`config.mk`:
```
export PLATFORM = sky130hd
export DESIGN_NAME = rain_level_percent_calibrated_unit
export DESIGN_NICKNAME = d
export VERILOG_FILES = /design/src/rlp_pkg.sv /design/src/rain_level_percent_calibrated_unit.sv /design/src/rlp_front.sv /design/src/rlp_fifo.sv /design/src/rlp_div.sv /design/src/rlp_back.sv
export SDC_FILE = /design/constraint.sdc
export NUM_CORES = 1
export LEC_CHECK = 0
export BUFFER_PORTS_ARGS = -buffer_cell sky130_fd_sc_hd__buf_4
export CORE_ASPECT_RATIO = 1.25
export CORE_MARGIN = 2
export CORE_UTILIZATION = 45
export CTS_BUF_LIST = sky130_fd_sc_hd__clkbuf_4 sky130_fd_sc_hd__clkbuf_8
export DETAILED_ROUTE_END_ITERATION = 8
export PLACE_DENSITY_LB_ADDON = 0.15
export SLEW_MARGIN = 30
export SYNTH_ARGS = -nofsm -noshare
export SYNTH_HDL_FRONTEND = slang
export SYNTH_SLANG_ARGS = --single-unit
```
`constraint.sdc`:
```
create_clock -name i_clk -period 4.27 [get_ports i_clk]
set_clock_uncertainty 0.2 [all_clocks]
set_input_delay 0.6405 -clock i_clk [delete_from_list [all_inputs] [get_ports i_clk]]
set_output_delay 0.6405 -clock i_clk [all_outputs]
set_load 0.1 [all_outputs]
```
`src/rlp_pkg.sv`:
```
package rlp_pkg;

    // Field widths
    localparam int SAMPLE_W   = 10;
    localparam int CH_W       = 3;
    localparam int PERIOD_W   = 8;
    localparam int PCT_W      = 7;

    // Run sum holds up to 64 full-scale samples
    localparam int MAX_SAMPLE_COUNT = 64;
    localparam int SUM_W      = SAMPLE_W + $clog2(MAX_SAMPLE_COUNT);

    // Divider width covers the run sum and 100 times a full-scale average
    localparam int PCT_FULL   = 100;
    localparam int DIV_W      = SAMPLE_W + 7;

    // Queue between front and back
    localparam int FIFO_DEPTH = 4;

    // Configuration port
    localparam int CFG_ADDR_W = 2;
    localparam int CFG_DATA_W = 8;
    localparam logic [CFG_ADDR_W-1:0] CFG_PERIOD    = 2'd0;
    localparam logic [CFG_ADDR_W-1:0] CFG_RAIN_CH   = 2'd1;
    localparam logic [CFG_ADDR_W-1:0] CFG_CALIB_CH  = 2'd2;

    localparam logic [PERIOD_W-1:0] PERIOD_RST   = 8'd100;
    localparam logic [CH_W-1:0]     RAIN_CH_RST  = 3'd0;
    localparam logic [CH_W-1:0]     CALIB_CH_RST = 3'd1;

    // Parameter defaults
    localparam int SAMPLE_COUNT_DEF      = 8;
    localparam int INITIAL_MAX_LEVEL_DEF = 1023;
    localparam int ADC_BITS_DEF          = 10;

    // One classified sample travelling from front to back
    typedef struct packed {
        logic [CH_W-1:0]  next_channel;
        logic             run_done;
        logic             was_calib;
        logic [SUM_W-1:0] sum;
    } t_item;

    // One finished result
    typedef struct packed {
        logic [CH_W-1:0]  next_channel;
        logic             run_done;
        logic             was_calib;
        logic             result_valid;
        logic [PCT_W-1:0] rain_percent;
    } t_result;

    // Mask of the ADC bits that are used within a sample field
    function automatic logic [SAMPLE_W-1:0] sample_mask(input int adc_bits);
        logic [SAMPLE_W-1:0] m;
        begin
            if (adc_bits >= SAMPLE_W) begin
                m = '1;
            end else begin
                m = SAMPLE_W'((1 << adc_bits) - 1);
            end
            return m;
        end
    endfunction

endpackage

```
`src/rain_level_percent_calibrated_unit.sv`:
```
// Path: a sample inside a run goes through the queue and the output register to the result
// ports; the sample that ends a run steps the back part through average, check, a serial
// divide (rain runs only, not calibration runs or saturated percentages) and write-back.
// Throughput: one sample per cycle while the queue has room; a run end holds the back part
// (a serial divide on a rain run) while a 4-entry queue lets the front keep taking samples.
// Reset (i_rst_n low, synchronous) empties both queues and restores registers.
module rain_level_percent_calibrated_unit #(
    parameter int SAMPLE_COUNT      = rlp_pkg::SAMPLE_COUNT_DEF,
    parameter int INITIAL_MAX_LEVEL = rlp_pkg::INITIAL_MAX_LEVEL_DEF,
    parameter int ADC_BITS          = rlp_pkg::ADC_BITS_DEF
) (
    input  logic                            i_clk,
    input  logic                            i_rst_n,
    input  logic                            i_cfg_we,
    input  logic [rlp_pkg::CFG_ADDR_W-1:0]  i_cfg_addr,
    input  logic [rlp_pkg::CFG_DATA_W-1:0]  i_cfg_data,
    input  logic                            push,
    output logic                            full,
    input  logic [rlp_pkg::SAMPLE_W-1:0]    i_sample,
    output logic                            empty,
    input  logic                            pop,
    output logic [rlp_pkg::CH_W-1:0]        o_next_channel,
    output logic                            o_run_done,
    output logic                            o_was_calibration,
    output logic                            o_result_valid,
    output logic [rlp_pkg::PCT_W-1:0]       o_rain_percent
);

    logic [rlp_pkg::PERIOD_W-1:0] r_period;
    logic [rlp_pkg::CH_W-1:0]     r_rain_ch, r_calib_ch;

    logic              q_push, q_full, q_pop, q_empty;
    rlp_pkg::t_item    q_in, q_out;
    rlp_pkg::t_result  result;

    // Configuration registers
    always_ff @(posedge i_clk) begin
        if (!i_rst_n) begin
            r_period   <= rlp_pkg::PERIOD_RST;
            r_rain_ch  <= rlp_pkg::RAIN_CH_RST;
            r_calib_ch <= rlp_pkg::CALIB_CH_RST;
        end else if (i_cfg_we) begin
            case (i_cfg_addr)
                rlp_pkg::CFG_PERIOD:   r_period   <= i_cfg_data;
                rlp_pkg::CFG_RAIN_CH:  r_rain_ch  <= i_cfg_data[rlp_pkg::CH_W-1:0];
                rlp_pkg::CFG_CALIB_CH: r_calib_ch <= i_cfg_data[rlp_pkg::CH_W-1:0];
                default: begin
                end
            endcase
        end
    end

    rlp_front #(
        .SAMPLE_COUNT (SAMPLE_COUNT),
        .ADC_BITS     (ADC_BITS)
    ) u_front (
        .i_clk      (i_clk),
        .i_rst_n    (i_rst_n),
        .i_push     (push),
        .i_sample   (i_sample),
        .i_period   (r_period),
        .i_rain_ch  (r_rain_ch),
        .i_calib_ch (r_calib_ch),
        .i_q_full   (q_full),
        .o_q_push   (q_push),
        .o_q_item   (q_in)
    );

    rlp_fifo u_fifo (
        .i_clk   (i_clk),
        .i_rst_n (i_rst_n),
        .i_push  (q_push),
        .i_item  (q_in),
        .o_full  (q_full),
        .i_pop   (q_pop),
        .o_empty (q_empty),
        .o_item  (q_out)
    );

    rlp_back #(
        .SAMPLE_COUNT      (SAMPLE_COUNT),
        .INITIAL_MAX_LEVEL (INITIAL_MAX_LEVEL),
        .ADC_BITS          (ADC_BITS)
    ) u_back (
        .i_clk     (i_clk),
        .i_rst_n   (i_rst_n),
        .i_q_empty (q_empty),
        .i_q_item  (q_out),
        .o_q_pop   (q_pop),
        .o_empty   (empty),
        .i_pop     (pop),
        .o_result  (result)
    );

    assign full              = q_full;
    assign o_next_channel    = result.next_channel;
    assign o_run_done        = result.run_done;
    assign o_was_calibration = result.was_calib;
    assign o_result_valid    = result.result_valid;
    assign o_rain_percent    = result.rain_percent;

endmodule

```
`src/rlp_front.sv`:
```
module rlp_front #(
    parameter int SAMPLE_COUNT = rlp_pkg::SAMPLE_COUNT_DEF,
    parameter int ADC_BITS     = rlp_pkg::ADC_BITS_DEF
) (
    input  logic                          i_clk,
    input  logic                          i_rst_n,
    input  logic                          i_push,
    input  logic [rlp_pkg::SAMPLE_W-1:0]  i_sample,
    input  logic [rlp_pkg::PERIOD_W-1:0]  i_period,
    input  logic [rlp_pkg::CH_W-1:0]      i_rain_ch,
    input  logic [rlp_pkg::CH_W-1:0]      i_calib_ch,
    input  logic                          i_q_full,
    output logic                          o_q_push,
    output rlp_pkg::t_item                o_q_item
);

    localparam int IDX_W = (SAMPLE_COUNT > 1) ? $clog2(SAMPLE_COUNT) : 1;
    localparam logic [rlp_pkg::SAMPLE_W-1:0] MASK = rlp_pkg::sample_mask(ADC_BITS);

    logic [IDX_W-1:0]               r_idx, n_idx;
    logic [rlp_pkg::PERIOD_W-1:0]   r_run, n_run;
    logic [rlp_pkg::SUM_W-1:0]      r_sum, n_sum;

    logic                           accept;
    logic                           last;
    logic [rlp_pkg::SUM_W-1:0]      sum_new;
    logic [rlp_pkg::PERIOD_W-1:0]   period_eff;
    logic [rlp_pkg::PERIOD_W:0]     run_inc;
    logic [rlp_pkg::PERIOD_W-1:0]   run_after;

    assign accept = i_push && !i_q_full;
    assign last   = (r_idx == IDX_W'(SAMPLE_COUNT - 1));

    // Accumulate the run and advance the run counter at the end of a run
    always_comb begin
        sum_new    = r_sum + rlp_pkg::SUM_W'(i_sample & MASK);
        period_eff = (i_period == '0) ? rlp_pkg::PERIOD_W'(1) : i_period;
        run_inc    = {1'b0, r_run} + (rlp_pkg::PERIOD_W + 1)'(1);
        if (last) begin
            run_after = (run_inc >= {1'b0, period_eff}) ? '0 : run_inc[rlp_pkg::PERIOD_W-1:0];
        end else begin
            run_after = r_run;
        end

        n_idx = r_idx;
        n_run = r_run;
        n_sum = r_sum;
        if (accept) begin
            n_run = run_after;
            if (last) begin
                n_idx = '0;
                n_sum = '0;
            end else begin
                n_idx = r_idx + IDX_W'(1);
                n_sum = sum_new;
            end
        end
    end

    // Classify the sample for the back part
    always_comb begin
        o_q_push              = accept;
        o_q_item.next_channel = (run_after == '0) ? i_calib_ch : i_rain_ch;
        o_q_item.run_done     = last;
        o_q_item.was_calib    = last && (r_run == '0);
        o_q_item.sum          = sum_new;
    end

    always_ff @(posedge i_clk) begin
        if (!i_rst_n) begin
            r_idx <= '0;
            r_run <= '0;
            r_sum <= '0;
        end else begin
            r_idx <= n_idx;
            r_run <= n_run;
            r_sum <= n_sum;
        end
    end

endmodule

```
`src/rlp_fifo.sv`:
```
module rlp_fifo (
    input  logic            i_clk,
    input  logic            i_rst_n,
    input  logic            i_push,
    input  rlp_pkg::t_item  i_item,
    output logic            o_full,
    input  logic            i_pop,
    output logic            o_empty,
    output rlp_pkg::t_item  o_item
);

    localparam int PTR_W = $clog2(rlp_pkg::FIFO_DEPTH);
    localparam int CNT_W = $clog2(rlp_pkg::FIFO_DEPTH + 1);

    rlp_pkg::t_item   r_mem [rlp_pkg::FIFO_DEPTH];
    logic [PTR_W-1:0] r_wr, r_rd;
    logic [CNT_W-1:0] r_cnt;
    logic             do_push, do_pop;

    assign o_full  = (r_cnt == CNT_W'(rlp_pkg::FIFO_DEPTH));
    assign o_empty = (r_cnt == '0);
    assign o_item  = r_mem[r_rd];
    assign do_push = i_push && !o_full;
    assign do_pop  = i_pop && !o_empty;

    // Store the transfer
    always_ff @(posedge i_clk) begin
        if (do_push) begin
            r_mem[r_wr] <= i_item;
        end
    end

    // Advance the pointers and the fill count
    always_ff @(posedge i_clk) begin
        if (!i_rst_n) begin
            r_wr  <= '0;
            r_rd  <= '0;
            r_cnt <= '0;
        end else begin
            if (do_push) begin
                r_wr <= (r_wr == PTR_W'(rlp_pkg::FIFO_DEPTH - 1)) ? '0 : r_wr + PTR_W'(1);
            end
            if (do_pop) begin
                r_rd <= (r_rd == PTR_W'(rlp_pkg::FIFO_DEPTH - 1)) ? '0 : r_rd + PTR_W'(1);
            end
            if (do_push && !do_pop) begin
                r_cnt <= r_cnt + CNT_W'(1);
            end else if (do_pop && !do_push) begin
                r_cnt <= r_cnt - CNT_W'(1);
            end
        end
    end

endmodule

```
`src/rlp_div.sv`:
```
module rlp_div (
    input  logic                       i_clk,
    input  logic                       i_rst_n,
    input  logic                       i_start,
    input  logic [rlp_pkg::DIV_W-1:0]  i_dividend,
    input  logic [rlp_pkg::DIV_W-1:0]  i_divisor,
    output logic                       o_done,
    output logic [rlp_pkg::DIV_W-1:0]  o_quotient
);

    localparam int W     = rlp_pkg::DIV_W;
    localparam int CNT_W = $clog2(W + 1);

    logic [W-1:0]     r_quo, r_dsr;
    logic [W:0]       r_rem;
    logic [CNT_W-1:0] r_cnt;
    logic             r_busy, r_done;
    logic [W:0]       shifted;
    logic             ge;

    // One quotient bit per cycle, restoring
    assign shifted    = {r_rem[W-1:0], r_quo[W-1]};
    assign ge         = (shifted >= {1'b0, r_dsr});
    assign o_done     = r_done;
    assign o_quotient = r_quo;

    always_ff @(posedge i_clk) begin
        if (i_start) begin
            r_quo <= i_dividend;
            r_dsr <= i_divisor;
            r_rem <= '0;
        end else if (r_busy) begin
            r_quo <= {r_quo[W-2:0], ge};
            r_rem <= ge ? (shifted - {1'b0, r_dsr}) : shifted;
        end
    end

    always_ff @(posedge i_clk) begin
        if (!i_rst_n) begin
            r_busy <= 1'b0;
            r_done <= 1'b0;
            r_cnt  <= '0;
        end else begin
            r_done <= r_busy && (r_cnt == CNT_W'(1));
            if (i_start) begin
                r_busy <= 1'b1;
                r_cnt  <= CNT_W'(W);
            end else if (r_busy) begin
                r_cnt <= r_cnt - CNT_W'(1);
                if (r_cnt == CNT_W'(1)) begin
                    r_busy <= 1'b0;
                end
            end
        end
    end

endmodule

```
`src/rlp_back.sv`:
```
module rlp_back #(
    parameter int SAMPLE_COUNT      = rlp_pkg::SAMPLE_COUNT_DEF,
    parameter int INITIAL_MAX_LEVEL = rlp_pkg::INITIAL_MAX_LEVEL_DEF,
    parameter int ADC_BITS          = rlp_pkg::ADC_BITS_DEF
) (
    input  logic              i_clk,
    input  logic              i_rst_n,
    input  logic              i_q_empty,
    input  rlp_pkg::t_item    i_q_item,
    output logic              o_q_pop,
    output logic              o_empty,
    input  logic              i_pop,
    output rlp_pkg::t_result  o_result
);

    localparam int W  = rlp_pkg::DIV_W;
    localparam int SW = rlp_pkg::SAMPLE_W;
    localparam logic [SW-1:0] FS_RST =
        SW'(INITIAL_MAX_LEVEL) & rlp_pkg::sample_mask(ADC_BITS);

    // Average by reciprocal multiplication, exact for every run sum that fits SUM_W
    localparam int AVG_SHIFT =
        rlp_pkg::SUM_W + ((SAMPLE_COUNT > 1) ? $clog2(SAMPLE_COUNT) : 0);
    localparam int AVG_RECIP = ((1 << AVG_SHIFT) + SAMPLE_COUNT - 1) / SAMPLE_COUNT;
    localparam int PROD_W    = 2 * rlp_pkg::SUM_W + 1;

    localparam logic [2:0] ST_IDLE = 3'd0;
    localparam logic [2:0] ST_AVG  = 3'd1;
    localparam logic [2:0] ST_CHK  = 3'd2;
    localparam logic [2:0] ST_PCT  = 3'd3;
    localparam logic [2:0] ST_WB   = 3'd4;

    logic [2:0]                  r_state, n_state;
    rlp_pkg::t_item              r_item, n_item;
    logic [SW-1:0]               r_fs, n_fs;
    logic [SW-1:0]               r_avg, n_avg;
    logic                        r_have, n_have;
    logic [rlp_pkg::PCT_W-1:0]   r_pct, n_pct;
    rlp_pkg::t_result            r_out, n_out;
    logic                        r_out_valid;
    logic                        load;
    logic                        out_free;

    logic                        div_start;
    logic [W-1:0]                div_dividend, div_divisor;
    logic                        div_done;
    logic [W-1:0]                div_quo;
    logic [PROD_W-1:0]           avg_prod;
    logic [SW-1:0]               avg;

    assign out_free = !r_out_valid || i_pop;
    assign avg_prod = PROD_W'(r_item.sum) * PROD_W'(AVG_RECIP);
    assign avg      = avg_prod[AVG_SHIFT +: SW];
    assign o_empty  = !r_out_valid;
    assign o_result = r_out;

    rlp_div u_div (
        .i_clk      (i_clk),
        .i_rst_n    (i_rst_n),
        .i_start    (div_start),
        .i_dividend (div_dividend),
        .i_divisor  (div_divisor),
        .o_done     (div_done),
        .o_quotient (div_quo)
    );

    // Pass run samples to the output; sequence a finished run through average and calibration or percentage
    always_comb begin
        n_state      = r_state;
        n_item       = r_item;
        n_fs         = r_fs;
        n_avg        = r_avg;
        n_have       = r_have;
        n_pct        = r_pct;
        n_out        = r_out;
        load         = 1'b0;
        o_q_pop      = 1'b0;
        div_start    = 1'b0;
        div_dividend = W'(rlp_pkg::PCT_FULL) * W'(r_avg);
        div_divisor  = W'(r_fs);
        case (r_state)
            ST_IDLE: begin
                if (!i_q_empty) begin
                    if (i_q_item.run_done) begin
                        o_q_pop   = 1'b1;
                        n_item    = i_q_item;
                        n_state   = ST_AVG;
                    end else if (out_free) begin
                        o_q_pop                = 1'b1;
                        load                   = 1'b1;
                        n_out.next_channel     = i_q_item.next_channel;
                        n_out.run_done         = 1'b0;
                        n_out.was_calib        = 1'b0;
                        n_out.result_valid     = r_have;
                        n_out.rain_percent     = r_pct;
                    end
                end
            end
            ST_AVG: begin
                n_avg   = avg;
                n_state = ST_CHK;
            end
            ST_CHK: begin
                if (r_item.was_calib) begin
                    n_fs    = r_avg;
                    n_state = ST_WB;
                end else if ((r_fs == '0) || (r_avg > r_fs)) begin
                    n_pct   = '0;
                    n_have  = 1'b1;
                    n_state = ST_WB;
                end else begin
                    div_start = 1'b1;
                    n_state   = ST_PCT;
                end
            end
            ST_PCT: begin
                if (div_done) begin
                    n_pct   = rlp_pkg::PCT_W'(rlp_pkg::PCT_FULL) - div_quo[rlp_pkg::PCT_W-1:0];
                    n_have  = 1'b1;
                    n_state = ST_WB;
                end
            end
            ST_WB: begin
                if (out_free) begin
                    load               = 1'b1;
                    n_out.next_channel = r_item.next_channel;
                    n_out.run_done     = 1'b1;
                    n_out.was_calib    = r_item.was_calib;
                    n_out.result_valid = r_have;
                    n_out.rain_percent = r_pct;
                    n_state            = ST_IDLE;
                end
            end
            default: begin
                n_state = ST_IDLE;
            end
        endcase
    end

    // Hold payload
    always_ff @(posedge i_clk) begin
        r_item <= n_item;
        r_avg  <= n_avg;
        if (load) begin
            r_out <= n_out;
        end
    end

    always_ff @(posedge i_clk) begin
        if (!i_rst_n) begin
            r_state     <= ST_IDLE;
            r_fs        <= FS_RST;
            r_have      <= 1'b0;
            r_pct       <= '0;
            r_out_valid <= 1'b0;
        end else begin
            r_state     <= n_state;
            r_fs        <= n_fs;
            r_have      <= n_have;
            r_pct       <= n_pct;
            r_out_valid <= load || (r_out_valid && !i_pop);
        end
    end

endmodule

```
==> run summary <==
Worst path slowest cell - sky130_fd_sc_hd__dfxtp_1
Synthesized Nets - 1097
utilization after layout - 52.56%
CTS tree - done
multi-input logic area - 0.004913 mm2
peak fanout along the critical path - 8
routed via count - 7212
gp weighted congestion - 0.8699
total power divided by cell area - 648.7 mW/mm2
boundary pin count - 40
Vert. Die Dim - 177.9 um
PnR worst setup slack - 0.4376 ns
CP cell instances - ha_1 -> nand3_1 -> nor2_1 -> xor2_1 -> ha_1 -> a21o_1 -> a221oi_1 -> o21ai_0 -> a311oi_1 -> o21ai_0 -> nand4_1 -> mux2_2
number of hold buffers added after CTS - 0
Total Routing Usage GR - 17.27%
final-layout setup total negative slack - 0 ns
min cycle time layout - 3.832 ns
wire length of the first global-routing pass - 35310 um
count of different cell masters after synthesis - 69
class of the worst hold path - input pin to flop
kind of end point of the critical path - flop
largest net degree at the start of global routing - 60
violation count after the first detailed-routing iteration - 370
Clock Path Buffers - 3
Reg clk slew, reported paths - 0.06 ns
Final HPWL DP - 14900 um
filler instances - 2164
peak supply drop - 319.3 uV
die outline width - 143.1 um
run status - finished, final reports clean
area of all placed cells without fillers - 0.01247 mm2
Post CTS Setup Buffer Count - 0
post-detailed-route count of antenna-violating nets - 0
Worst slew margin - 45.38%
Critical Path Max Stage Delay - 0.47 ns
post-route clock period utilization - 89.75%
Routed WL - 21140 um
Avg Inst Size Synth - 11.14 um2
Syn Std Cell Area - 0.01089 mm2
core region area - 0.02373 mm2
endpoints failing setup - 0
Syn Inst Count - 978
number of gates given a new drive strength after cts - 0
DRC viols - 0
fmax - 260.9 MHz
unrepaired setup endpoints after global routing - false
Worst Tran Pin Value - 0.8192 ns
layout cells sized above 1 - 15.62%
via count of the first global-routing pass - 7371
via density per instance - 5.174
total number of H-tree levels - 2
post-synthesis register bit count - 217
number of buffers added on ports - 39
placed instance area - 0.01158 mm2
count of final hold-check violations - 0
count of yosys warnings during synthesis - 0
placement row count - 63
Max Cap Violations - 0
layout-stage area growth over the synthesis result - 14.51%
hold slack - 0.1345 ns
leakage power - 5.102 nW
routed wirelength normalized by instance count - 15.17 um
combined flip-flop and latch cell area - 0.005567 mm2
worst setup path class - flop to flop
crit path DAT - 3.90 ns
total congestion overflow after global routing - 0
element type at the critical path start - flop
number of buffers inserted during clock tree synthesis - 38
number of enable flip-flop cells after synthesis - 122
clock tree root buffer cell - sky130_fd_sc_hd__clkbuf_8
Die Area - 0.02547 mm2
router iterations before antenna repair - 4
Critical Path RT - 4.34 ns
sequential fraction of the synthesis area - 51.10%
Final Slew Violations - 0
post-place setup slack - 0.4971 ns
starting utilization of the core area - 45.90%
FFs w/ async S/R, synth - 0%
Antenna Cells - 0
number of nets in the layout - 1158
Main synth FF type - sky130_fd_sc_hd__edfxtp_1
latest clock arrival within the worst-skew pair - 0.53 ns
clock net sink count - 217
antenna violations before repair - 0
==> layout by cell type, fill, tap and decap left out, drive strengths merged, types with 5 or more instances in the layout <==
master | netlist | routed
edfxtp | 122 | 122
dfxtp | 95 | 95
ha | 86 | 86
nand2 | 82 | 82
nor2 | 76 | 76
inv | 71 | 73
clkbuf | 24 | 60
buf | 9 | 54
a21oi | 49 | 49
o21ai | 37 | 37
xnor2 | 31 | 31
o211ai | 19 | 19
nor2b | 18 | 18
a211oi | 18 | 18
a21o | 17 | 17
nor3 | 16 | 16
xor2 | 15 | 15
mux4 | 15 | 15
nand2b | 14 | 14
nand3 | 13 | 13
mux2i | 12 | 12
or3 | 10 | 10
o21a | 9 | 9
nand3b | 9 | 9
a22oi | 8 | 8
fa | 8 | 8
nor4 | 8 | 8
clkinv | 3 | 8
mux2 | 7 | 7
and3 | 7 | 7
a31oi | 6 | 6
and2 | 6 | 6
nand4 | 5 | 5
or4 | 5 | 5
o2bb2ai | 5 | 5
==> routing by layer <==
layer	up-vias	track usage (%)	wire length [um]	part of all wire [%]
met1	3409	19.79	8810	42
met2	86	32.22	11210	53
met4	0	5.116	441	2.1
li1	3680	-	-	-
met3	37	3.400	680	3.2
met5	-	0	0	0
==> logic make-up after synthesis <==
| group | count (synthesis) | synth area share [%] |
|---|---|---|
| and+or+nand+nor | 282 | 12.64 |
| xor gates and xnor gates | 46 | 3.699 |
| adders and majority gates | 94 | 11.35 |
| DFF | 217 | 51.10 |
| AOI/OAI and AO/OA | 198 | 12.35 |
| muxes | 34 | 4.929 |
| buffers and inverters | 107 | 3.929 |
==> flip-flops by register name (all words and copies together) (netlist names), 5 cells and up, named ones only <==
name                     cells
u_back.r_pct                 7
u_back.u_div.r_dsr          10
u_front.r_sum               13
u_back.r_item               14
u_back.u_div.o_quotient     17
r_period                     8
u_back.u_div.r_cnt           5
u_back.r_fs                 10
u_back.o_result             13
u_back.u_div.r_rem          17
u_fifo.r_mem                60
u_front.r_run                8
u_back.r_avg                10
==> report_power, final <==
group | internal (mW) | switching, mW
logic | 1.16 | 1.80
clock network | 1.30 | 0.843
registers | 2.74 | 0.247
total | 5.20 | 2.89
==> path summary, 6_finish.rpt <==
check,from,end,slack (ns),depth (start not counted)
hold / removal,i_cfg_data[7],r_period[7],0.13,3
hold reg to reg,u_back.r_item[4],u_back.r_avg[1],0.22,0
setup reg to reg,u_front.r_run[0],u_fifo.r_mem[0][20],0.44,12
setup / recovery,u_front.r_run[0],u_fifo.r_mem[0][20],0.44,12
==> cells in the mapped netlist, drive strengths merged, types with 9 or more instances <==
cell type / count / area [um2]
ha: 86 / 1076
nand2: 82 / 307.8
nor3: 16 / 80.08
inv: 71 / 266.5
o211ai: 19 / 152.6
nand3: 13 / 65.06
nand2b: 14 / 87.58
nor2: 76 / 285.3
mux4: 15 / 337.8
xor2: 15 / 131.4
o21ai: 37 / 185.2
a21o: 17 / 127.6
nor2b: 18 / 112.6
a21oi: 49 / 256.5
o21a: 9 / 67.56
xnor2: 31 / 271.5
clkbuf: 24 / 90.09
or3: 10 / 70.06
buf: 9 / 60.06
edfxtp: 122 / 3664
dfxtp: 95 / 1902
nand3b: 9 / 67.56
mux2i: 12 / 120.1
a211oi: 18 / 155.1
==> stage by stage <==
stage	instances	power [mW]
floorplan	978	5.375
global placement	1324	5.986
detailed placement	1324	6.020
CTS	1394	8.205
global route	1394	8.669
finish	1394	8.090
==> final cells by class <==
| type | instances | area share, % |
|---|---|---|
| timing repair buffer | 54 | 3.351 |
| clock inverter | 10 | 1.154 |
| multi-input combinational | 654 | 39.40 |
| inverter | 74 | 2.227 |
| clock buffer | 60 | 5.970 |
| sequential | 217 | 44.64 |
| tap | 325 | 3.261 |
==> worst max-delay path: cells and delay by family (launching register included) <==
kind,cells,cell delay (ns)
AO/OA/AOI/OAI,5,1.14
AND/OR/NAND/NOR,3,0.60
adder cells (fa/ha/maj),2,0.52
flip-flops,1,0.47
multiplexers,1,0.40
XOR/XNOR,1,0.23
(Power assumes the default switching activity.)
